==> src/rtl/ppv_pkg.sv <==
`default_nettype none
// ----------------------------------------------------------------------------
// ppv_pkg: shared types, codes and helpers for the viewport projector
// Fixed field widths, command and register codes, saturation helpers.
// ----------------------------------------------------------------------------
package ppv_pkg;

	localparam int COORD_W     = 32;
	localparam int VP_W        = 14;
	localparam int QUEUE_DEPTH = 4;
	localparam int QPTR_W      = $clog2(QUEUE_DEPTH);
	localparam int QCNT_W      = $clog2(QUEUE_DEPTH + 1);

	localparam logic [VP_W-1:0] VP_WIDTH_RESET  = VP_W'(1920);
	localparam logic [VP_W-1:0] VP_HEIGHT_RESET = VP_W'(1080);

	// Item commands
	localparam logic CMD_LOAD    = 1'b0;
	localparam logic CMD_PROJECT = 1'b1;

	// Configuration register indexes
	localparam logic CFG_VIEWPORT_WIDTH  = 1'b0;
	localparam logic CFG_VIEWPORT_HEIGHT = 1'b1;

	typedef struct packed {
		logic signed [COORD_W-1:0] value;
		logic                      hit;
	} sat_t;

	// Clip-space values handed from front to back
	typedef struct packed {
		logic signed [COORD_W-1:0] cx;
		logic signed [COORD_W-1:0] cy;
		logic signed [COORD_W-1:0] cw;
		logic                      sat;
	} clip_t;

	// Side information that travels alongside the divider
	typedef struct packed {
		logic signed [COORD_W-1:0] cw;
		logic                      sat;
		logic                      neg_x;
		logic                      neg_y;
		logic                      w_zero;
	} side_t;

	// Clamp a 64-bit value to signed 32 bit and flag the clamp
	function automatic sat_t sat32(input logic signed [63:0] v);
		sat_t r;
		if (v > 64'sd2147483647) begin
			r.value = 32'sh7FFFFFFF;
			r.hit   = 1'b1;
		end else if (v < -64'sd2147483648) begin
			r.value = 32'sh80000000;
			r.hit   = 1'b1;
		end else begin
			r.value = v[31:0];
			r.hit   = 1'b0;
		end
		return r;
	endfunction

	// Exact signed 32 x 32 product
	function automatic logic signed [63:0] mul_s32(input logic signed [31:0] a,
			input logic signed [31:0] b);
		logic signed [63:0] ea;
		logic signed [63:0] eb;
		ea = 64'(a);
		eb = 64'(b);
		return ea * eb;
	endfunction

	// Magnitude of a signed 32-bit value
	function automatic logic [31:0] mag32(input logic signed [31:0] v);
		logic [32:0] e;
		e = v[31] ? 33'(-$signed({v[31], v})) : 33'({1'b0, v});
		return e[31:0];
	endfunction

endpackage
`default_nettype wire

==> src/rtl/ppv_queue.sv <==
`default_nettype none
// ----------------------------------------------------------------------------
// ppv_queue: short clip-value queue
// Decouples the transform front from the divide and viewport back.
// ----------------------------------------------------------------------------
module ppv_queue import ppv_pkg::*; (
	input  wire        clk,
	input  wire        arst_n,
	input  wire        push,
	input  wire clip_t push_data,
	output logic       full,
	input  wire        pop,
	output clip_t      pop_data,
	output logic       empty
);

	clip_t               mem_q [QUEUE_DEPTH];
	logic [QPTR_W-1:0]   wr_ptr_q;
	logic [QPTR_W-1:0]   rd_ptr_q;
	logic [QCNT_W-1:0]   count_q;

	assign full     = count_q == QCNT_W'(QUEUE_DEPTH);
	assign empty    = count_q == '0;
	assign pop_data = mem_q[rd_ptr_q];

	// Store an entry on push
	always_ff @(posedge clk) begin
		if (push) mem_q[wr_ptr_q] <= push_data;
	end

	// Advance pointers and fill count
	always_ff @(posedge clk or negedge arst_n) begin
		if (!arst_n) begin
			wr_ptr_q <= '0;
			rd_ptr_q <= '0;
			count_q  <= '0;
		end else begin
			if (push) wr_ptr_q <= wr_ptr_q + 1'b1;
			if (pop)  rd_ptr_q <= rd_ptr_q + 1'b1;
			case ({push, pop})
				2'b10:   count_q <= count_q + 1'b1;
				2'b01:   count_q <= count_q - 1'b1;
				default: count_q <= count_q;
			endcase
		end
	end

endmodule
`default_nettype wire

==> config.mk <==
export PLATFORM = sky130hd
export DESIGN_NAME = ppv_queue
export DESIGN_NICKNAME = d
export VERILOG_FILES = /design/src/rtl/ppv_pkg.sv /design/src/rtl/ppv_queue.sv
export SDC_FILE = /design/constraint.sdc
export NUM_CORES = 1
export LEC_CHECK = 0
export ABC_AREA = 1
export CAP_MARGIN = 20
export CORE_ASPECT_RATIO = 0.75
export CORE_UTILIZATION = 46
export DETAILED_ROUTE_END_ITERATION = 7
export DONT_BUFFER_PORTS = 1
export GPL_TIMING_DRIVEN = 0
export PLACE_DENSITY = 0.7
export SLEW_MARGIN = 20
export SYNTH_ARGS = -nofsm -noshare
export SYNTH_HDL_FRONTEND = slang
export SYNTH_SLANG_ARGS = --single-unit
==> constraint.sdc <==
create_clock -name clk -period 9.05 [get_ports clk]
set_clock_uncertainty 0.1 [all_clocks]
set_input_delay 0.905 -clock clk [delete_from_list [all_inputs] [get_ports clk]]
set_output_delay 0.905 -clock clk [all_outputs]
set_load 0.03 [all_outputs]
==> results by group <==
Die
  – Die extent in x: 215 µm
  – # IOs: 200
  – Die height: 162 µm
  – Core area: 0.0335 mm²
  – Num rows: 58
  – Full die area: 0.0348 mm²
  – Initial core utilization: 46.7%

Global route
  – GRT Total Usage: 20.2%
  – Largest net degree at the start of global routing: 61
  – GRT overflow: 0
  – Number of global-route vias before repair: 8986
  – Initial antenna violation count: 0
  – First-pass GRT wire length: 52900 µm

Drt
  – Antenna Nets Post-Route: 0
  – Via count: 8896
  – DRC Markers: 0
  – Iteration-0 DRC count of the detailed router: ~620
  – Via-to-Cell Ratio: 5.23
  – Iteration count of the initial detailed-routing pass: 7
  – Total Wirelength: 35000 µm
  – Avg WL per Cell: 20.5 µm

Logic synthesis
  – Yosys Warn Count: 0
  – Syn Nets: 1287
  – Register area share after synthesis: 75.5%
  – Cells after Synth: about 1200
  – Synth cell types: 19
  – Mapped Area: around 0.016 mm²
  – Post-synthesis register bit count: 395
  – Avg Inst Size Synth: approximately 13 µm²

Worst setup path
  – Setup crit start kind: flip-flop
  – Critical Path Fanout Max: 10
  – CP Data Arrival Time: 2.32 ns
  – Req. time, crit path: 8.05 ns
  – Kind of critical path: reg -> out
  – Worst Setup End Kind: output port

Finish
  – ANT cells: 0
  – Area grow syn2layout: 12.2%
  – NumNets Final: 1332
  – Final Non-Filler Cells: 1702
  – Fillers: 2766
  – Post-route cell area: between 0.015 and 0.02 mm²
  – Layout cells sized above 1: under 10%
  – Finished Core Util: 52.4%

STA
  – Sum Neg Setup Slack: 0 ns
  – Final worst-path cycle share: between 30% and 40%
  – Hold WS: 0.358 ns
  – Max Freq: ~0.30 GHz
  – Final hold viol count: 0
  – Final Max Tran Viols: 0
  – Final Setup Violations: 0
  – Actual slew at the worst max-slew pin: 0.921 ns
  – Fin crit period: 3.33 ns
  – Relative slew slack: roughly two fifths
  – RSZ-0062 raised after global routing: no
  – Final Worst Setup Slack: 5.72 ns

Hold path
  – Hold crit path type: in -> reg

CTS
  – Hold_buf cts: 1
  – Root Buffer: clkbuf_16
  – Post_cts resized: 0
  – # H-tree levels: 2
  – TritonCTS clock tree: yes
  – Clk sinks: 395
  – Post-CTS Setup Inserts: 0
  – CTS buffer count: 38
  – Clk_lat worst skew: 0.52 ns
  – Clock-pin slew on the worst setup and hold paths: about 0.07 ns
  – Clock Path Buffers: 3

Power
  – Tot Pwr: 6.42 mW
  – Leakage: 6.68 nW
  – Peak supply drop: 0.174 mV
  – Pwr dens: 366 mW/mm²

Placement
  – Worst setup slack after placement: about 6.2 ns
  – GPL Wtd Cong: approximately 0.73
  – Port-buffer cells: 0
  – Post-Place Cells: about 1600
  – Area of placed instances: 0.0164 mm²
  – Detailed Place HPWL: 21400 µm

Run
  – Maximum capacitance violations: 0

Outcome
  – Status: complete, no violations
power by group:
part           leakage (nW)  internal, mW  switching, mW
combinational          2.45         0.476           1.94
clock                 0.588         0.895          0.648
sequential             3.65          2.39         0.0779
flip-flops by register name, indices dropped and copies added (netlist names):
name and cells:
wr_ptr_q 2, mem_q 388, rd_ptr_q 2, count_q 3
cell usage after synthesis:
cell | count | area [µm²]
edfxtp_1 | 388 | 11700
nand2_1 | 302 | 1130
inv_1 | 207 | 777
o211ai_1 | 194 | 1460
buf_2 | 34 | 170
clkbuf_1 | 23 | 86.3
dfrtp_1 | 7 | 175
buf_4 | 6 | 45.0
ha_1 | 5 | 62.6
xor2_1 | 3 | 26.3
nor3_1 | 2 | 10.0
o21ai_0 | 2 | 10.0
buf_1 | 1 | 3.75
buf_6 | 1 | 11.3
fa_1 | 1 | 20.0
inv_2 | 1 | 3.75
nand3_1 | 1 | 5.00
nand4_1 | 1 | 6.26
xnor2_1 | 1 | 8.76
cells in the final DEF, fill, tap and decap left out, drive strengths merged:
master and n:
o21ai 2, nand2 302, ha 5, xor2 3, dlygate4sd3 1, clkbuf 75
dfrtp 7, bufinv 2, clkinv 13, nand4 1, nand3 1, xnor2 1
fa 1, nor3 2, edfxtp 388, inv 208, buf 46, o211ai 194
critical path, stage by stage, from the launching register on:
cell	delay, ns
dfrtp_1	0.36
buf_4	0.18
inv_2	0.25
clkbuf_1	0.51
o211ai_1	0.19
nand2_1	0.30
area by class of cell:
| class | instances | area [µm²] | area share (%) |
|---|---|---|---|
| plain buffers | 65 | 317 | 1.80 |
| multi-input cells | 512 | 2740 | 15.6 |
| inverters | 208 | 801 | 4.56 |
| clock inverters | 15 | 114 | 0.648 |
| flip-flops and latches | 395 | 11800 | 67.3 |
| well taps | 450 | 563 | 3.21 |
| repair buffers | 5 | 120 | 0.684 |
| clock buffers | 52 | 1090 | 6.19 |
per-layer routing:
metal  track usage, %  vias to the layer above  routed length [µm]
li1                 -                     4197                   -
met1             25.4                     4366               14400
met2             33.3                      278               16600
met3             7.34                       55                3280
met4             4.87                        0                 617
met5                0                        -                   0
final timing paths:
path | from | end | slack [ns] | cells past startpoint
setup / recovery | rd_ptr_q[1] | pop_data[48] | 5.72 | 5
hold / removal | pop | rd_ptr_q[0] | 0.36 | 1
setup reg to reg | wr_ptr_q[0] | mem_q[2][38] | 6.96 | 5
hold reg to reg | count_q[2] | count_q[2] | 0.42 | 2
max in group asynchronous | arst_n | wr_ptr_q[1] | 7.99 | 1
min in group asynchronous | arst_n | wr_ptr_q[0] | 0.61 | 1
kinds of logic after synthesis:
logic type               Yosys count  synth area share, %
buffers and inverters            273                 7.01
XOR/XNOR                           4                0.224
flip-flops                       395                 75.5
adder cells (fa/ha/maj)            6                0.527
AO/OA/AOI/OAI                    196                 9.36
AND/OR/NAND/NOR                  306                 7.37
(Power assumes the default switching activity.)
